==> config.mk <==
export PLATFORM = sky130hd
export DESIGN_NAME = sorted_priority_queue_top
export DESIGN_NICKNAME = d
export VERILOG_FILES = /design/src/rtl/spq_pkg.sv /design/src/rtl/spq_cell.sv /design/src/rtl/sorted_priority_queue_top.sv
export SDC_FILE = /design/constraint.sdc
export NUM_CORES = 1
export LEC_CHECK = 0
export BUFFER_PORTS_ARGS = -buffer_cell sky130_fd_sc_hd__clkbuf_2
export CAP_MARGIN = 40
export CORE_MARGIN = 5
export CORE_UTILIZATION = 55
export CTS_CLUSTER_SIZE = 12
export DETAILED_ROUTE_END_ITERATION = 16
export GPL_ROUTABILITY_DRIVEN = 0
export PLACE_DENSITY = 0.83
export SETUP_SLACK_MARGIN = 0.4
export SLEW_MARGIN = 40
export SYNTH_ARGS = -nofsm -noshare
export SYNTH_HDL_FRONTEND = slang
export SYNTH_HIERARCHICAL = 1
export SYNTH_SLANG_ARGS = --single-unit
export TNS_END_PERCENT = 20
==> constraint.sdc <==
create_clock -name clk -period 11.7 [get_ports clk]
set_input_delay 1.755 -clock clk [delete_from_list [all_inputs] [get_ports clk]]
set_output_delay 1.755 -clock clk [all_outputs]
set_load 0.02 [all_outputs]
==> src/rtl/spq_pkg.sv <==
// Shared types and constants for the sorted priority queue.
// No dependencies; imported by spq_cell and sorted_priority_queue_top.
package spq_pkg;

    localparam int DATA_W    = 32;
    localparam int PRIO_W    = 8;
    localparam int OCC_W     = 4;
    localparam int DEPTH_DEF = 8;

    typedef enum logic {
        MODE_ENQ = 1'b0,
        MODE_DEQ = 1'b1
    } mode_t;

    typedef enum logic [1:0] {
        ST_ENQ = 2'd0,
        ST_DEQ = 2'd1,
        ST_OVF = 2'd2,
        ST_UNF = 2'd3
    } status_t;

    typedef struct packed {
        logic              enq;
        logic              deq;
        logic [PRIO_W-1:0] prio;
        logic [DATA_W-1:0] data;
    } cell_op_t;

endpackage

==> src/rtl/spq_cell.sv <==
// One slot of the sorted chain: holds a data word and its priority.
// Depends on spq_pkg for field widths and the broadcast operation struct.
module spq_cell
    import spq_pkg::*;
(
    input  logic              clk,
    input  cell_op_t          op,
    input  logic              occ,
    input  logic              gt_left,
    input  logic [DATA_W-1:0] left_data,
    input  logic [PRIO_W-1:0] left_prio,
    input  logic [DATA_W-1:0] right_data,
    input  logic [PRIO_W-1:0] right_prio,
    output logic              gt,
    output logic [DATA_W-1:0] data,
    output logic [PRIO_W-1:0] prio
);

    logic [DATA_W-1:0] data_reg;
    logic [PRIO_W-1:0] prio_reg;

    // empty slots rank after every held entry
    assign gt   = !occ || (prio_reg > op.prio);
    assign data = data_reg;
    assign prio = prio_reg;

    always_ff @(posedge clk)
    begin
        if (op.enq)
        begin
            if (gt_left)
            begin
                data_reg <= left_data;
                prio_reg <= left_prio;
            end
            else if (gt)
            begin
                data_reg <= op.data;
                prio_reg <= op.prio;
            end
        end
        else if (op.deq)
        begin
            data_reg <= right_data;
            prio_reg <= right_prio;
        end
    end

endmodule

==> src/rtl/sorted_priority_queue_top.sv <==
// Sorted priority queue: a row of DEPTH cells kept in ascending priority order.
// Results are registered and appear in the cycle after their input is accepted.
// One word per cycle unless m_tready stalls; all cells compare and shift together.
// Reset: rst_n clears the entry count and the output valid; slot contents are
// left as they are and are never read before being written.
// Depends on spq_pkg and spq_cell.
module sorted_priority_queue_top
    import spq_pkg::*;
#(
    parameter int DEPTH = DEPTH_DEF
)
(
    input  logic        clk,
    input  logic        rst_n,
    input  logic        s_tvalid,
    output logic        s_tready,
    input  logic [39:0] s_tdata,   // item_data[31:0], item_priority[39:32]
    input  logic [0:0]  s_tuser,   // mode[0]
    output logic        m_tvalid,
    input  logic        m_tready,
    output logic [39:0] m_tdata,   // out_data[31:0], occupancy[35:32], zero[39:36]
    output logic [1:0]  m_tuser    // status[1:0]
);

    localparam int CNT_W = $clog2(DEPTH + 1);

    logic [CNT_W-1:0]  count_reg, count_next;
    logic              out_valid_reg;
    logic [DATA_W-1:0] out_data_reg, out_data_next;
    status_t           out_status_reg, out_status_next;
    logic [OCC_W-1:0]  out_occ_reg, occ_next;

    logic              s_acc;
    mode_t             mode;
    logic              full, empty, enq_ok, deq_ok;
    cell_op_t          op;

    logic [DEPTH-1:0]  gt;
    logic [DEPTH-1:0]  occ;
    logic [DATA_W-1:0] cell_data [DEPTH];
    logic [PRIO_W-1:0] cell_prio [DEPTH];

    assign s_tready = !out_valid_reg || m_tready;
    assign s_acc    = s_tvalid && s_tready;
    assign mode     = mode_t'(s_tuser[0]);
    assign full     = (count_reg == CNT_W'(DEPTH));
    assign empty    = (count_reg == '0);
    assign enq_ok   = s_acc && (mode == MODE_ENQ) && !full;
    assign deq_ok   = s_acc && (mode == MODE_DEQ) && !empty;

    assign op = '{enq: enq_ok, deq: deq_ok, prio: s_tdata[39:32], data: s_tdata[31:0]};

    genvar i;
    generate
        for (i = 0; i < DEPTH; i++)
        begin : g_cell
            logic              gt_l;
            logic [DATA_W-1:0] ld, rd;
            logic [PRIO_W-1:0] lp, rp;

            assign occ[i] = (count_reg > CNT_W'(i));

            if (i == 0)
            begin : g_head
                assign gt_l = 1'b0;
                assign ld   = op.data;
                assign lp   = op.prio;
            end
            else
            begin : g_mid
                assign gt_l = gt[i-1];
                assign ld   = cell_data[i-1];
                assign lp   = cell_prio[i-1];
            end

            if (i == DEPTH - 1)
            begin : g_tail
                assign rd = '0;
                assign rp = '0;
            end
            else
            begin : g_body
                assign rd = cell_data[i+1];
                assign rp = cell_prio[i+1];
            end

            spq_cell u_cell (
                .clk        (clk),
                .op         (op),
                .occ        (occ[i]),
                .gt_left    (gt_l),
                .left_data  (ld),
                .left_prio  (lp),
                .right_data (rd),
                .right_prio (rp),
                .gt         (gt[i]),
                .data       (cell_data[i]),
                .prio       (cell_prio[i])
            );
        end
    endgenerate

    always_comb
    begin
        count_next = count_reg;
        if (enq_ok)
        begin
            count_next = count_reg + CNT_W'(1);
        end
        else if (deq_ok)
        begin
            count_next = count_reg - CNT_W'(1);
        end
    end

    generate
        if (CNT_W >= OCC_W)
        begin : g_occ_trunc
            assign occ_next = count_next[OCC_W-1:0];
        end
        else
        begin : g_occ_ext
            assign occ_next = {{(OCC_W - CNT_W){1'b0}}, count_next};
        end
    endgenerate

    always_comb
    begin
        out_data_next = '0;
        case (mode)
            MODE_ENQ:
            begin
                out_status_next = full ? ST_OVF : ST_ENQ;
            end
            MODE_DEQ:
            begin
                out_status_next = empty ? ST_UNF : ST_DEQ;
                if (!empty)
                begin
                    out_data_next = cell_data[0];
                end
            end
            default:
            begin
                out_status_next = ST_UNF;
            end
        endcase
    end

    always_ff @(posedge clk or negedge rst_n)
    begin
        if (!rst_n)
        begin
            count_reg     <= '0;
            out_valid_reg <= 1'b0;
        end
        else
        begin
            count_reg <= count_next;
            if (s_acc)
            begin
                out_valid_reg <= 1'b1;
            end
            else if (m_tready)
            begin
                out_valid_reg <= 1'b0;
            end
        end
    end

    always_ff @(posedge clk)
    begin
        if (s_acc)
        begin
            out_data_reg   <= out_data_next;
            out_status_reg <= out_status_next;
            out_occ_reg    <= occ_next;
        end
    end

    assign m_tvalid = out_valid_reg;
    assign m_tdata  = {4'b0000, out_occ_reg, out_data_reg};
    assign m_tuser  = out_status_reg;

    a_count_bound: assert property (@(posedge clk) disable iff (!rst_n)
        count_reg <= CNT_W'(DEPTH))
        else $error("entry count above depth");

    a_ovf: assert property (@(posedge clk) disable iff (!rst_n)
        (s_acc && (mode == MODE_ENQ) && full) |=>
            ((m_tuser == ST_OVF) && (count_reg == CNT_W'(DEPTH))))
        else $error("full enqueue not rejected");

    a_unf: assert property (@(posedge clk) disable iff (!rst_n)
        (s_acc && (mode == MODE_DEQ) && empty) |=>
            ((m_tuser == ST_UNF) && (m_tdata[31:0] == '0) && (count_reg == '0)))
        else $error("empty dequeue not flagged");

    a_enq_count: assert property (@(posedge clk) disable iff (!rst_n)
        enq_ok |=> (count_reg == $past(count_reg) + CNT_W'(1)))
        else $error("enqueue did not advance count");

endmodule

==> flow_summary.toml <==
[run_status]
status = "finished, final reports clean"

[detailed_routing]
drt_iter0_drc = 1196
vias = 13600
wl_per_cell_um = 19.7
postRouteAntennaNets = 0
drt-total-wl_mm = 46.4
drc = 0
vias_per_cell = 5.78
drt_first_pass_iters = 5

[global_route]
grt-ovfl-total = 0
grt_pass1_vias = 13600
grt.total_usage_pct = 22.1
grt_start_max_net_pins = 172
antenna_found_initial = 3
grt_pass1_wl_mm = 73.3

[floorplan]
core_um2 = 36500
ioPinCount = 89
die_w_um = 202
initial_utilization_pct = 55.7
dieHeight_um = 202
rows = 70
dieArea_um2 = 40900

[setup_path]
cpMaxStageDelayCell = "buf_4"
cp.arrival_ns = 5.28
path_cells = "clkbuf_2 > inv_1 > ha_1 > a21oi_1 > nor2b_1 > o21ai_0 > a21oi_4 > buf_4 > nor2b_1 > o2bb2ai_1 > a31oi_4 > buf_4"
cp-start-kind = "input port"
crit_family = "buffers and inverters"
cp.required_ns = 11.88
crit_type = "input port to flop"
path_buf_inv = 4
max_stage_delay_ns = 0.69
crit_fanout = 41
end_kind = "flop"

[synth]
synth-warning-count = 6
avgSynthCellArea_um2 = 11.3
netlist_instances = 1797
post_synth_instance_area_um2 = 20300

[pwr]
p_leak_nw = 9.38
vdd_drop_max_uv = 125
powerDensity_nw_per_um2 = 198

[timing]
rsz0062_at_grt = "no"
period_minus_slack_ns = 5.10
setup_viol_count_final = 0
clock_skew_ns = 0.0341
fmax_ghz = 0.196
slew_viol_final = 0
setup_ws_ns = 6.60
worst-slew-pin-transition_ns = 0.872
period_share_pct = 43.5
hold_violations = 0
maxSlewHeadroom_pct = 41.9
setup_tns_ns = 0

[clock_tree]
cts.sinks = 363
post-cts-setup-buffers = 0
cts_htree_levels = 2
cts_hold_buffers = 0
insertion_delay_ns = 0.56
cts_resized = 0
clkTransAtPathRegs_ns = 0.06
cts_made_buffers = 40
cts-root-buf = "clkbuf_16"
cts_tree = "built"
clock_path_buffers = 3

[placed_design]
portBuffers = 84
place_area_um2 = 21000
post-dp-hpwl_mm = 28.2
post-place-ws_ns = 6.05

[finish]
fin_util_pct = 60.7
final_layout_size_suffix_gt1_share_pct = 10.9
largest_reg_flops = 256
nFillCells = 2808
area_growth_pct = 9.10
stdcell_area_um2 = 22200
layout.nets = 1976

[hold_path]
hold_path.class = "flop to flop"

[job]
cap_viol_max_count = 0
area by class of cell:
class | count | area, um2 | share of cell area, %
Inverter | 76 | 285 | 1.29
Tap cell | 468 | 586 | 2.64
Multi-Input combinational cell | 1275 | 8600 | 38.8
Timing Repair Buffer | 107 | 662 | 2.98
Antenna cell | 2 | 5.00 | 0.0226
Clock buffer | 45 | 1040 | 4.69
Clock inverter | 21 | 123 | 0.553
Sequential cell | 363 | 10900 | 49.0
where the power goes:
| group | total [mW] | leakage [nW] | switching, mW | internal [mW] |
|---|---|---|---|---|
| clock | 1.14 | 0.571 | 0.504 | 0.637 |
| combinational | 1.41 | 5.39 | 0.860 | 0.551 |
| sequential | 1.84 | 3.43 | 0.119 | 1.72 |
cells in the final DEF (no fill, tap or decap), drive strengths merged, types with 2 or more instances in the layout:
cell,count
nor3,9
nor2,333
xnor2,2
clkinv,19
nand2b,12
o2bb2ai,8
clkbuf,129
nand3,10
nand2,13
a21oi,343
ha,68
a31oi,8
edfxtp,358
o21ai,14
nor2b,18
inv,77
conb,45
nor4b,8
mux2i,320
dfrtp,5
buf,23
a211oi,9
o21a,2
a21o,2
nand4,9
diode,2
and3,33
worst paths after layout:
check | startpoint | endpoint | slack (ns) | depth (start not counted)
worst max-delay path | s_tdata[37] | g_cell[2].u_cell/prio[3] | 6.60 | 12
worst min-delay path | g_cell[0].u_cell/data[28] | out_data_reg[28] | 0.58 | 1
worst max register to register | count_reg[3] | g_cell[2].u_cell/prio[3] | 7.55 | 9
worst min register to register | g_cell[0].u_cell/data[28] | out_data_reg[28] | 0.58 | 1
max in group asynchronous | rst_n | count_reg[3] | 10.51 | 1
min in group asynchronous | rst_n | count_reg[0] | 1.04 | 1
per-layer routing:
| layer | wire length (um) | global-route usage (%) |
|---|---|---|
| met1 | 19000 | 28.4 |
| met2 | 23300 | 39.0 |
| met3 | 3100 | 4.03 |
| met4 | 905 | 5.65 |
| met5 | 25 | 0 |
through the flow:
stage | total power, mW | hold slack [ns] | cells
detailed placement | 3.26 | 0.559 | 2289
floorplan | 3.00 | 0.538 | 1841
CTS | 4.40 | 0.575 | 2355
finish | 4.39 | 0.576 | 2357
global route | 4.60 | 0.595 | 2355
global placement | 3.20 | 0.550 | 2287
No activity file was read; power rests on OpenSTA's default activity.
